`src/rtl/avpb_pkg.sv`:
```
`default_nettype none
package avpb_pkg;
	localparam int VideoDepth = 16;
	localparam int AudioLimit = 20;
	localparam int CntW = 5;
	localparam int PtsW = 48;
	localparam int HandleW = 16;

	typedef enum logic [2:0] {
		REQ_PUSH_V = 3'd0,
		REQ_PUSH_A = 3'd1,
		REQ_REND_V = 3'd2,
		REQ_REND_A = 3'd3,
		REQ_REND_B = 3'd4,
		REQ_CLEAR  = 3'd5
	} req_t;

	typedef enum logic [3:0] {
		EV_V_RENDER = 4'd0,
		EV_V_DROP   = 4'd1,
		EV_A_PLAY   = 4'd2,
		EV_A_DROP   = 4'd3,
		EV_V_REFUSE = 4'd4,
		EV_V_FIRST  = 4'd5,
		EV_A_FIRST  = 4'd6,
		EV_NO_AUDIO = 4'd7,
		EV_DONE     = 4'd8
	} ev_t;

	typedef enum logic [3:0] {
		ST_IDLE, ST_VFIRST, ST_VPUSH, ST_AFIRST, ST_APUSH, ST_ADROP, ST_VTRIM,
		ST_VREND, ST_AREND, ST_BAUD, ST_BVID, ST_DONE, ST_OUT
	} state_t;

	// entry shared by both queues
	typedef struct packed {
		logic [HandleW-1:0] handle;
		logic [PtsW-1:0]    pts;
	} entry_t;

	// controls issued to a queue chain in one cycle
	typedef struct packed {
		logic   pop;       // shift every cell one step toward the head
		logic   ins;       // insert din (sorted for video, at tail for audio)
		logic   clear;
		entry_t din;
	} qctl_t;
endpackage
`default_nettype wire

```
`src/rtl/avpb_cell.sv`:
```
`default_nettype none
// One queue cell: holds an entry and takes its neighbour's on a shift.
module avpb_cell (
	input  wire logic              clk,
	input  wire logic              load,
	input  wire avpb_pkg::entry_t  din,
	output avpb_pkg::entry_t       dout
);
	avpb_pkg::entry_t ent_q;
	always_ff @(posedge clk) begin
		if (load) ent_q <= din;
	end
	assign dout = ent_q;
endmodule
`default_nettype wire

```
`src/rtl/avpb_aqueue.sv`:
```
`default_nettype none
// Audio queue in arrival order: append at the tail, shift toward the head.
module avpb_aqueue (
	input  wire logic                         clk,
	input  wire logic                         arst_n,
	input  wire avpb_pkg::qctl_t              ctl,
	output avpb_pkg::entry_t                  head,
	output logic [avpb_pkg::CntW-1:0]         count
);
	localparam int D = avpb_pkg::AudioLimit;
	avpb_pkg::entry_t cell_d [D];
	avpb_pkg::entry_t cell_n [D];
	logic             ld [D];
	logic [avpb_pkg::CntW-1:0] count_q;

	always_comb begin
		for (int i = 0; i < D; i++) begin
			ld[i] = 1'b0;
			cell_n[i] = ctl.din;
			if (ctl.pop) begin
				ld[i] = 1'b1;
				cell_n[i] = cell_d[(i < D - 1) ? i + 1 : i];
			end else if (ctl.ins && i == int'(count_q)) begin
				ld[i] = 1'b1;
			end
		end
	end

	for (genvar g = 0; g < D; g++) begin : g_cell
		avpb_cell u_cell (.clk(clk), .load(ld[g]), .din(cell_n[g]), .dout(cell_d[g]));
	end

	always_ff @(posedge clk or negedge arst_n) begin
		if (!arst_n) count_q <= '0;
		else if (ctl.clear) count_q <= '0;
		else if (ctl.pop) count_q <= count_q - 1'b1;
		else if (ctl.ins) count_q <= count_q + 1'b1;
	end
	assign head = cell_d[0];
	assign count = count_q;
endmodule
`default_nettype wire

```
`config.mk`:
```
export PLATFORM = sky130hd
export DESIGN_NAME = avpb_aqueue
export DESIGN_NICKNAME = d
export VERILOG_FILES = /design/src/rtl/avpb_pkg.sv /design/src/rtl/avpb_cell.sv /design/src/rtl/avpb_aqueue.sv
export SDC_FILE = /design/constraint.sdc
export NUM_CORES = 2
export LEC_CHECK = 0
export BUFFER_PORTS_ARGS = -buffer_cell sky130_fd_sc_hd__buf_4
export CORE_UTILIZATION = 60
export DETAILED_ROUTE_END_ITERATION = 16
export GPL_ROUTABILITY_DRIVEN = 0
export PLACE_DENSITY = 0.77
export SYNTH_ARGS = -nofsm -noshare
export SYNTH_HDL_FRONTEND = slang
export SYNTH_SLANG_ARGS = --single-unit
export TNS_END_PERCENT = 10
```
`constraint.sdc`:
```
create_clock -name clk -period 5.6 [get_ports clk]
set_input_delay 0.56 -clock clk [delete_from_list [all_inputs] [get_ports clk]]
set_output_delay 0.56 -clock clk [all_outputs]
set_load 0.005 [all_outputs]
```
==> summary.txt <==
Status
  • Status: completed

Cells and area
  • Ant. Diodes: 0
  • Most common cell after layout, fill and taps aside: nand2_1
  • Commonest cells after routing, fill and taps aside: 2484 x nand2_1, 1280 x edfxtp_1, 152 x buf_4
  • # nets final: 4202
  • Area Overhead vs Synth: 10.6%
  • Final Util: 0.672
  • Layout cells sized above 1: 0.0906
  • Filler cells: 5593

Power
  • Clk pwr share: 0.386
  • Cell internal pwr: 0.0170 W
  • Combinational fraction of design power: 0.070
  • Psw: 0.00480 W
  • Sequential fraction of design power: 0.545
  • Maximum VDD drop: 0.000273 V
  • Total leakage power: 24.1 nW
  • Sw Share: 0.220
  • Power Density: 396 nW/um^2

Job
  • Number of max-cap violations: 0

Routing
  • Routed length on met2: 48800 um
  • Total Routed Length: 102000 um
  • Remaining DRCs: 0
  • DRT Pass-1 Iters: 6
  • Routed wire per std cell: 19.3 um
  • Met1 Wirelength: 43200 um
  • DR vias: 29261
  • Initial DRC count: 3593
  • Vias per cell: 5.53
  • Detail Route met3 WL: 8260 um
  • Detail Route Antenna Nets: 0
  • Max Used Layer: met4

Min path
  • HP Class: in2reg
  • Hold Path Depth: 2

CTS
  • Total CTS buffers: 117
  • CTS max path bufs: 3
  • Resized Gates After CTS: 0
  • Root Driver: clkbuf_16
  • Clock slew at reported path FFs: 0.06 ns
  • Clock Latency Late Sink: 0.67 ns
  • H-tree Lvls: 3
  • Num Clock Sinks: 1285
  • CTS tree: built

Floorplan
  • Initial core utilization: 0.607
  • Die Y-Extent: 291 um
  • Full die area: 84400 sq um
  • Core area: 82200 sq um
  • Die Width: 291 um
  • Number of I/O pins: 138
  • Site row count: 105

Critical path
  • R2R depth: 4
  • CP arrival: 3.38 ns
  • Critical path depth: 4
  • Crit-path leading delay family: compound AO/OA/AOI/OAI gates
  • CP Max Fanout: 38
  • Cells along the critical path: nor3b_2 -> and2_1 -> a31o_4 -> buf_4
  • FF-to-FF End: g_cell[14].u_cell.dout[33]
  • Critical Path Start: count[4]
  • R2R Path Start: count[4]
  • Worst path slowest cell: a31o_4
  • Crit path launch type: flip-flop
  • FF-to-FF setup slack: 2.53 ns
  • Buf/Inv on CP: 1
  • Max stage delay on crit path: 0.81 ns
  • CP endpoint kind: flip-flop
  • Setup Crit Path Kind: reg2reg
  • Req. time, crit path: 5.91 ns
  • Crit path to: g_cell[14].u_cell.dout[33]

Logic synthesis
  • Synthesis Warnings: 0
  • Gate count after technology mapping: 4131
  • Seq cells post-synth: 1285
  • Seq/Total Area, Yosys: 0.772
  • Post-synth top flop: edfxtp_1
  • Syn nets: 4204
  • Mean Syn Cell Area: 12.1 sq um
  • FFs w/ async S/R, synth: 0.00389
  • Synthesized area: 50000 sq um
  • Synth cell types: 34
  • Post-synth EDFFs: 1280

STA
  • Hold Fails Final Rpt: 0
  • Worst-margin pin slew: 1.22 ns
  • Rel. slew slack: 0.187
  • Setup TNS: 0 ns
  • Final Cycle Share: 0.549
  • Min cycle time layout: 3.07 ns
  • RSZ-0062 raised after global routing: false
  • Fin. max-slew vios: 0
  • Fmax: 0.325 GHz
  • Setup violators final: 0
  • Setup Skew: 0.0146 ns

Place
  • HPWL Detailed: 53400 um
  • IO buf count: 137

Global routing
  • Grt ovf: 0
  • First-pass GRT wire length: 158000 um
  • Vias in the first global route: 28156
  • Pin count of the biggest net entering global routing: 260
  • Initial antenna violation count: 0
  • GRT Util Overall: 0.243
final cells by class:
cell class | count | area (sq um) | area share
Clock buffer | 132 | 3070 | 0.0556
Clock inverter | 84 | 1000 | 0.0182
Inverter | 4 | 17.5 | 0.000317
Multi-Input combinational cell | 2564 | 10000 | 0.181
Sequential cell | 1285 | 38600 | 0.698
Tap cell | 1070 | 1340 | 0.0242
Timing Repair Buffer | 157 | 1230 | 0.0222
synth_stat cells, drive strengths merged, types with 2 or more instances:
| cell | number | area, sq um |
|---|---|---|
| clkbuf | 42 | 158 |
| edfxtp | 1280 | 38400 |
| ha | 3 | 37.5 |
| inv | 4 | 15.0 |
| nor4 | 2 | 12.5 |
| nor2b | 3 | 18.8 |
| nor2 | 6 | 22.5 |
| dfrtp | 5 | 125 |
| nor3b | 2 | 25.0 |
| nor3 | 2 | 10.0 |
| buf | 236 | 1350 |
| a21oi | 4 | 20.0 |
| nand2 | 2513 | 9480 |
| nand3 | 5 | 25.0 |
| a21o | 3 | 22.5 |
| nor4b | 2 | 17.5 |
| a41o | 6 | 60.1 |
| and2 | 2 | 12.5 |
sequential cells by signal (all words and copies together) (netlist names):
name                flops
count                   5
g_cell.u_cell.dout   1280
power groups by stage:
| stage | combinational [W] | sequential (W) | clock, W |
|---|---|---|---|
| detailed placement | 0.00151 | 0.0121 | 0 |
| global route | 0.00169 | 0.0120 | 0.00885 |
| floorplan | 0.00104 | 0.0120 | 0 |
| CTS | 0.00153 | 0.0119 | 0.00852 |
| finish | 0.00152 | 0.0119 | 0.00843 |
| global placement | 0.00145 | 0.0121 | 0 |
worst min path at each step:
stage                       start  endpoint  slack (ns)
after floorplan            arst_n  count[0]        0.26
final                     ctl[64]  count[2]        0.13
after global routing      ctl[64]  count[2]        0.13
after CTS                 ctl[64]  count[2]        0.09
after detailed placement   arst_n  count[3]        0.38
after global placement     arst_n  count[3]        0.38
per-stage QoR:
step                      power [W]  hold WS [ns]  instance area (sq um)  setup slack (ns)  std cells
final                        0.0219         0.129                  55200              2.53       5296
after global routing         0.0225         0.132                  55200              2.39       5296
after CTS                    0.0220        0.0934                  55200              2.54       5296
after detailed placement     0.0136         0.376                  51200              2.03       5079
after global placement       0.0135         0.377                  51200              2.08       5079
after floorplan              0.0130         0.264                  50000              2.50       4131
kinds of logic (layout without fill, tap and decap cells):
family | after synthesis | in the layout | share of synthesized area
flops | 1285 | 1285 | 0.772
fa+ha+maj | 4 | 4 | 0.00115
simple gates | 2541 | 2541 | 0.193
buf+inv | 282 | 377 | 0.0305
xor+xnor | 2 | 2 | 0.000351
compound gates | 17 | 17 | 0.00268
timing repair:
item | in CTS | in global routing
buffers inserted | 0 | 0
hold buffers | 1 | 0
hold endpoints to repair | 5 | 0
layer usage:
layer | global-route usage | vias to the layer above
li1 | - | 13606
met1 | 0.359 | 14271
met2 | 0.387 | 1241
met3 | 0.0294 | 143
met4 | 0.0679 | 0
met5 | 0 | -
Power figures use the tool's default switching activity.
