**config.mk**
```make
export PLATFORM = sky130hd
export DESIGN_NAME = avpb_vqueue
export DESIGN_NICKNAME = d
export VERILOG_FILES = /design/src/rtl/avpb_pkg.sv /design/src/rtl/avpb_cell.sv /design/src/rtl/avpb_vqueue.sv
export SDC_FILE = /design/constraint.sdc
export NUM_CORES = 2
export LEC_CHECK = 0
export BUFFER_PORTS_ARGS = -buffer_cell sky130_fd_sc_hd__buf_2
export CELL_PAD_IN_SITES_DETAIL_PLACEMENT = 1
export CELL_PAD_IN_SITES_GLOBAL_PLACEMENT = 2
export CORE_MARGIN = 5
export CORE_UTILIZATION = 47
export CTS_CLUSTER_SIZE = 20
export DETAILED_ROUTE_END_ITERATION = 8
export GPL_ROUTABILITY_DRIVEN = 0
export GPL_TIMING_DRIVEN = 0
export PLACE_DENSITY_LB_ADDON = 0.1
export SLEW_MARGIN = 20
export SYNTH_ARGS = -nofsm -noshare
export SYNTH_HDL_FRONTEND = slang
export SYNTH_SLANG_ARGS = --single-unit
export TNS_END_PERCENT = 20
```
**constraint.sdc**
```tcl
create_clock -name clk -period 22.9 [get_ports clk]
set_clock_uncertainty 0.15 [all_clocks]
set_input_delay 1.145 -clock clk [delete_from_list [all_inputs] [get_ports clk]]
set_output_delay 1.145 -clock clk [all_outputs]
set_load 0.02 [all_outputs]
```
**src/rtl/avpb_pkg.sv**
```systemverilog
`default_nettype none
package avpb_pkg;
	localparam int VideoDepth = 16;
	localparam int AudioLimit = 20;
	localparam int CntW = 5;
	localparam int PtsW = 48;
	localparam int HandleW = 16;

	typedef enum logic [2:0] {
		REQ_PUSH_V = 3'd0,
		REQ_PUSH_A = 3'd1,
		REQ_REND_V = 3'd2,
		REQ_REND_A = 3'd3,
		REQ_REND_B = 3'd4,
		REQ_CLEAR  = 3'd5
	} req_t;

	typedef enum logic [3:0] {
		EV_V_RENDER = 4'd0,
		EV_V_DROP   = 4'd1,
		EV_A_PLAY   = 4'd2,
		EV_A_DROP   = 4'd3,
		EV_V_REFUSE = 4'd4,
		EV_V_FIRST  = 4'd5,
		EV_A_FIRST  = 4'd6,
		EV_NO_AUDIO = 4'd7,
		EV_DONE     = 4'd8
	} ev_t;

	typedef enum logic [3:0] {
		ST_IDLE, ST_VFIRST, ST_VPUSH, ST_AFIRST, ST_APUSH, ST_ADROP, ST_VTRIM,
		ST_VREND, ST_AREND, ST_BAUD, ST_BVID, ST_DONE, ST_OUT
	} state_t;

	// entry shared by both queues
	typedef struct packed {
		logic [HandleW-1:0] handle;
		logic [PtsW-1:0]    pts;
	} entry_t;

	// controls issued to a queue chain in one cycle
	typedef struct packed {
		logic   pop;       // shift every cell one step toward the head
		logic   ins;       // insert din (sorted for video, at tail for audio)
		logic   clear;
		entry_t din;
	} qctl_t;
endpackage
`default_nettype wire

```
**src/rtl/avpb_cell.sv**
```systemverilog
`default_nettype none
// One queue cell: holds an entry and takes its neighbour's on a shift.
module avpb_cell (
	input  wire logic              clk,
	input  wire logic              load,
	input  wire avpb_pkg::entry_t  din,
	output avpb_pkg::entry_t       dout
);
	avpb_pkg::entry_t ent_q;
	always_ff @(posedge clk) begin
		if (load) ent_q <= din;
	end
	assign dout = ent_q;
endmodule
`default_nettype wire

```
**src/rtl/avpb_vqueue.sv**
```systemverilog
`default_nettype none
// Sorted video queue: a row of cells; each cell decides locally whether to
// hold, take the new word, take its left neighbour (insert) or its right
// neighbour (pop).
module avpb_vqueue (
	input  wire logic                         clk,
	input  wire logic                         arst_n,
	input  wire avpb_pkg::qctl_t              ctl,
	output avpb_pkg::entry_t                  head,
	output logic [avpb_pkg::CntW-1:0]         count
);
	localparam int D = avpb_pkg::VideoDepth;
	avpb_pkg::entry_t cell_d [D];
	avpb_pkg::entry_t cell_n [D];
	logic             ld [D];
	logic [D-1:0]     ge;   // cell valid and pts >= new pts (past the head only if tail pts > new pts)
	logic             tail_le;
	logic [avpb_pkg::CntW-1:0] count_q;

	// insert before the first valid cell with pts >= new; no later than the
	// head goes to the head, no earlier than the tail goes after the tail
	always_comb begin
		tail_le = 1'b0;
		for (int i = 0; i < D; i++) begin
			if (i == int'(count_q) - 1) tail_le = (cell_d[i].pts <= ctl.din.pts);
		end
		for (int i = 0; i < D; i++) begin
			ge[i] = (i < int'(count_q)) && (cell_d[i].pts >= ctl.din.pts) &&
				((i == 0) || !tail_le);
		end
		for (int i = 0; i < D; i++) begin
			ld[i] = 1'b0;
			cell_n[i] = ctl.din;
			if (ctl.pop) begin
				ld[i] = 1'b1;
				cell_n[i] = (i < D - 1) ? cell_d[(i < D - 1) ? i + 1 : i] : cell_d[i];
			end else if (ctl.ins) begin
				if (i > 0 && (ge[(i > 0) ? i - 1 : 0] || (|(ge & ((D'(1) << i) - D'(1)))))) begin
					ld[i] = 1'b1;
					cell_n[i] = cell_d[(i > 0) ? i - 1 : 0];
				end else if (ge[i] || i == int'(count_q)) begin
					ld[i] = 1'b1;
					cell_n[i] = ctl.din;
				end
			end
		end
	end

	for (genvar g = 0; g < D; g++) begin : g_cell
		avpb_cell u_cell (.clk(clk), .load(ld[g]), .din(cell_n[g]), .dout(cell_d[g]));
	end

	always_ff @(posedge clk or negedge arst_n) begin
		if (!arst_n) count_q <= '0;
		else if (ctl.clear) count_q <= '0;
		else if (ctl.pop) count_q <= count_q - 1'b1;
		else if (ctl.ins) count_q <= count_q + 1'b1;
	end
	assign head = cell_d[0];
	assign count = count_q;
endmodule
`default_nettype wire

```
==> metrics.txt <==
run status=completed; FF-to-FF End=g_cell[3].u_cell.dout[20]$_DFFE_PP_; Crit Path Class=in -> reg; final slew viol count=0; post-synthesis sequential area ratio=44.6%; WP buf/inv=10; Leakage=31.8 nW; H-tree levels=3; MaxCap Viol Count=0; Num CTS Buffers=118; Worst Setup SP=ctl[12]; reg2reg start=g_cell[15].u_cell.dout[15]$_DFFE_PP_; CTS root buf=clkbuf_16; WL per Instance=35.2 um; Synth Cell Area=69200 um2; core area=146000 um2; CP Max Fanout=20; Synth area leader=edfxtp_1; prevailing post-synth register cell=edfxtp_1; Layout Cells excl Fill=8932; row cnt=140; Post-synth EDFFs=1024; Worst Setup EP=g_cell[3].u_cell.dout[20]$_DFFE_PP_; share of layout cells above drive strength 1=9.36%; clock sinks=1029; CP arrival=10.59 ns; First-pass DRT Iterations=6; Seq. cell area=30900 um2; post_cts resized=0; synthesis-to-layout area growth=12.6%; cell mode on critical path=buf_2; Slew headroom=12.6%; Residual DRC=0; Final Setup Violations=0; Worst Reg2Reg Path Length in Cells=20; vias in the first global route=62911; clock latency on the worst-skew pair=0.79 ns; IO buf count=135; largest net degree at the start of global routing=45; Syn Inst Count=6589; Die W=394 um; global-route wire length before repair=442000 um; dominant delay contributor by cell family on the critical path=buffers and inverters; Initial Util=47.4%; Fillers=15749; total power=10.1 mW; post-route cell area=77900 um2; HP Class=reg -> reg; area of the die=155000 um2; grt total ovfl=0; Tot GR Track Use=38.9%; synth warn=0; RSZ-0062 raised after global routing=false; post-synth top area share=44.5%; Mapped Nets=7433; Fin. Hold Viols=0; DR iter-0 viols=7159; Post-CTS Setup Bufs=0; Area contributors post-synth=edfxtp_1, ha_1, mux2i_1; Netlist cell types=87; flops & latches, synth=1029; Final Net Count=7749; final wirelength=314000 um; die height=394 um; commonest non-fill, non-tap cell in the layout=edfxtp_1; Tmin final=10.27 ns; placed cell count=8701; Least-Margin Pin Slew=1.30 ns; setup TNS=0 ns; WP data required=23.22 ns; CTS Hold Bufs=1; f_max=0.0974 GHz; via count=61606; fin crit share=44.8%; R2R Setup Slk=14.21 ns; CTS max path bufs=3; CP max stage cell=nor4_1; critical path, cell by cell=buf_2, clkbuf_1, inv_1, ha_1, nand4_1, nor4_1, o21ai_0, a31oi_1, a211oi_2, nor3_1, a2111o_1, nor4_4, and4_1, buf_6, a21oi_2, buf_2, buf_4, buf_2, a22oi_1, o21ai_4, buf_16, buf_12, buf_16; dpl hpwl=242000 um; crit start category=input pin; post-route ant nets=0; async set-reset flop share out of synthesis=0.486%; most frequent cells in the layout=edfxtp_1, nand2_1, ha_1; CTS tree=done; P per Cell Area=130 nW/um2; CTS clock-pin slew for the worst setup and hold paths=0.07 ns; footprint of the multi-input gates=35500 um2; initial antenna violation count=15; mean area per synthesized cell=10.5 um2; CP max stage delay=1.06 ns; CP endpoint kind=register; vias per inst=6.90; DP Area=73900 um2; Ports=138; path length in cells of the critical path=23; worst vdd ir=75.0 uV
[stage by stage]
stage | hold slack, ns | util, % | setup slack (ns)
final | 0.406 | 53.4 | 12.63
after global routing | 0.430 | 53.4 | 12.82
after CTS | 0.407 | 53.3 | 13.12
after detailed placement | 0.391 | 50.7 | 12.32
after global placement | 0.371 | 49.5 | 3.46
after floorplan | 0.363 | - | 12.94
[where the power goes]
part           total (mW)  leakage [nW]  switching [mW]  internal [mW]
clock network        1.99          1.91           0.880           1.11
logic                4.26          19.5            2.72           1.55
registers            3.83          10.4           0.738           3.10
[cells in the mapped netlist, types with 75 or more instances]
master / number
edfxtp_1: 1024
nand2_1: 856
ha_1: 775
mux2i_1: 549
o21ai_0: 505
a21oi_1: 357
clkbuf_1: 302
nor2_1: 249
a22oi_1: 187
nand3_1: 159
inv_1: 152
a31oi_1: 141
o21ai_1: 140
nand4_1: 133
buf_4: 104
a21o_1: 93
o211ai_1: 91
a221o_1: 81
nand2b_1: 75
[kinds of logic after synthesis]
group,share of synthesized area (%)
AO/OA/AOI/OAI,17.5
AND/OR/NAND/NOR,11.0
flip-flops,44.6
adder cells (fa/ha/maj),14.0
buffers and inverters,4.43
multiplexers,8.31
XOR/XNOR,0.0507
[registers in the layout, summed over array words and instances, names as in the netlist]
register and count:
count 5, g_cell.u_cell.dout 1024
[routing by layer]
metal  wire length [um]  track usage, %  part of all wire, %
met1             122000            49.5                   39
met2             137000            59.7                   43
met3              33200            9.75                   11
met4              22500            23.6                  7.2
met5                 24               0               0.0076
[worst register-to-register path: stages, from the launching register on]
cell and delay (ns):
edfxtp_1 0.46, ha_1 0.34, nand4_1 0.35, nor4_1 1.06, o21ai_0 0.54, a31oi_1 1.01, a211oi_2 0.35, nor3_1 0.41
a2111o_1 0.24, nor4_4 0.06, and4_1 0.20, buf_6 0.15, a21oi_2 0.21, buf_2 0.58, buf_4 0.46, buf_2 0.35
a22oi_1 0.15, o21ai_4 0.65, buf_16 0.24, buf_12 0.19, buf_16 0.20
[worst min path at each step]
stage	endpoint	cells after the start	start
after floorplan	g_cell[0].u_cell.dout[63]$_DFFE_PP_	2	g_cell[1].u_cell.dout[63]$_DFFE_PP_
after global placement	g_cell[14].u_cell.dout[58]$_DFFE_PP_	2	g_cell[15].u_cell.dout[58]$_DFFE_PP_
after detailed placement	g_cell[14].u_cell.dout[54]$_DFFE_PP_	2	g_cell[15].u_cell.dout[54]$_DFFE_PP_
after CTS	g_cell[14].u_cell.dout[59]$_DFFE_PP_	2	g_cell[15].u_cell.dout[59]$_DFFE_PP_
after global routing	g_cell[14].u_cell.dout[58]$_DFFE_PP_	2	g_cell[15].u_cell.dout[58]$_DFFE_PP_
final	g_cell[14].u_cell.dout[59]$_DFFE_PP_	2	g_cell[15].u_cell.dout[59]$_DFFE_PP_
[area by class of cell]
| cell class | count | area share (%) |
|---|---|---|
| tap | 1917 | 3.08 |
| sequential | 1029 | 39.6 |
| clock buffer | 139 | 3.95 |
| multi-input combinational | 4911 | 45.6 |
| inverter | 152 | 0.733 |
| clock inverter | 84 | 1.04 |
| buffer | 497 | 3.24 |
| timing repair buffer | 196 | 2.72 |
| antenna | 7 | 0.0225 |
Note: power is estimated with default switching activity, not from simulation.
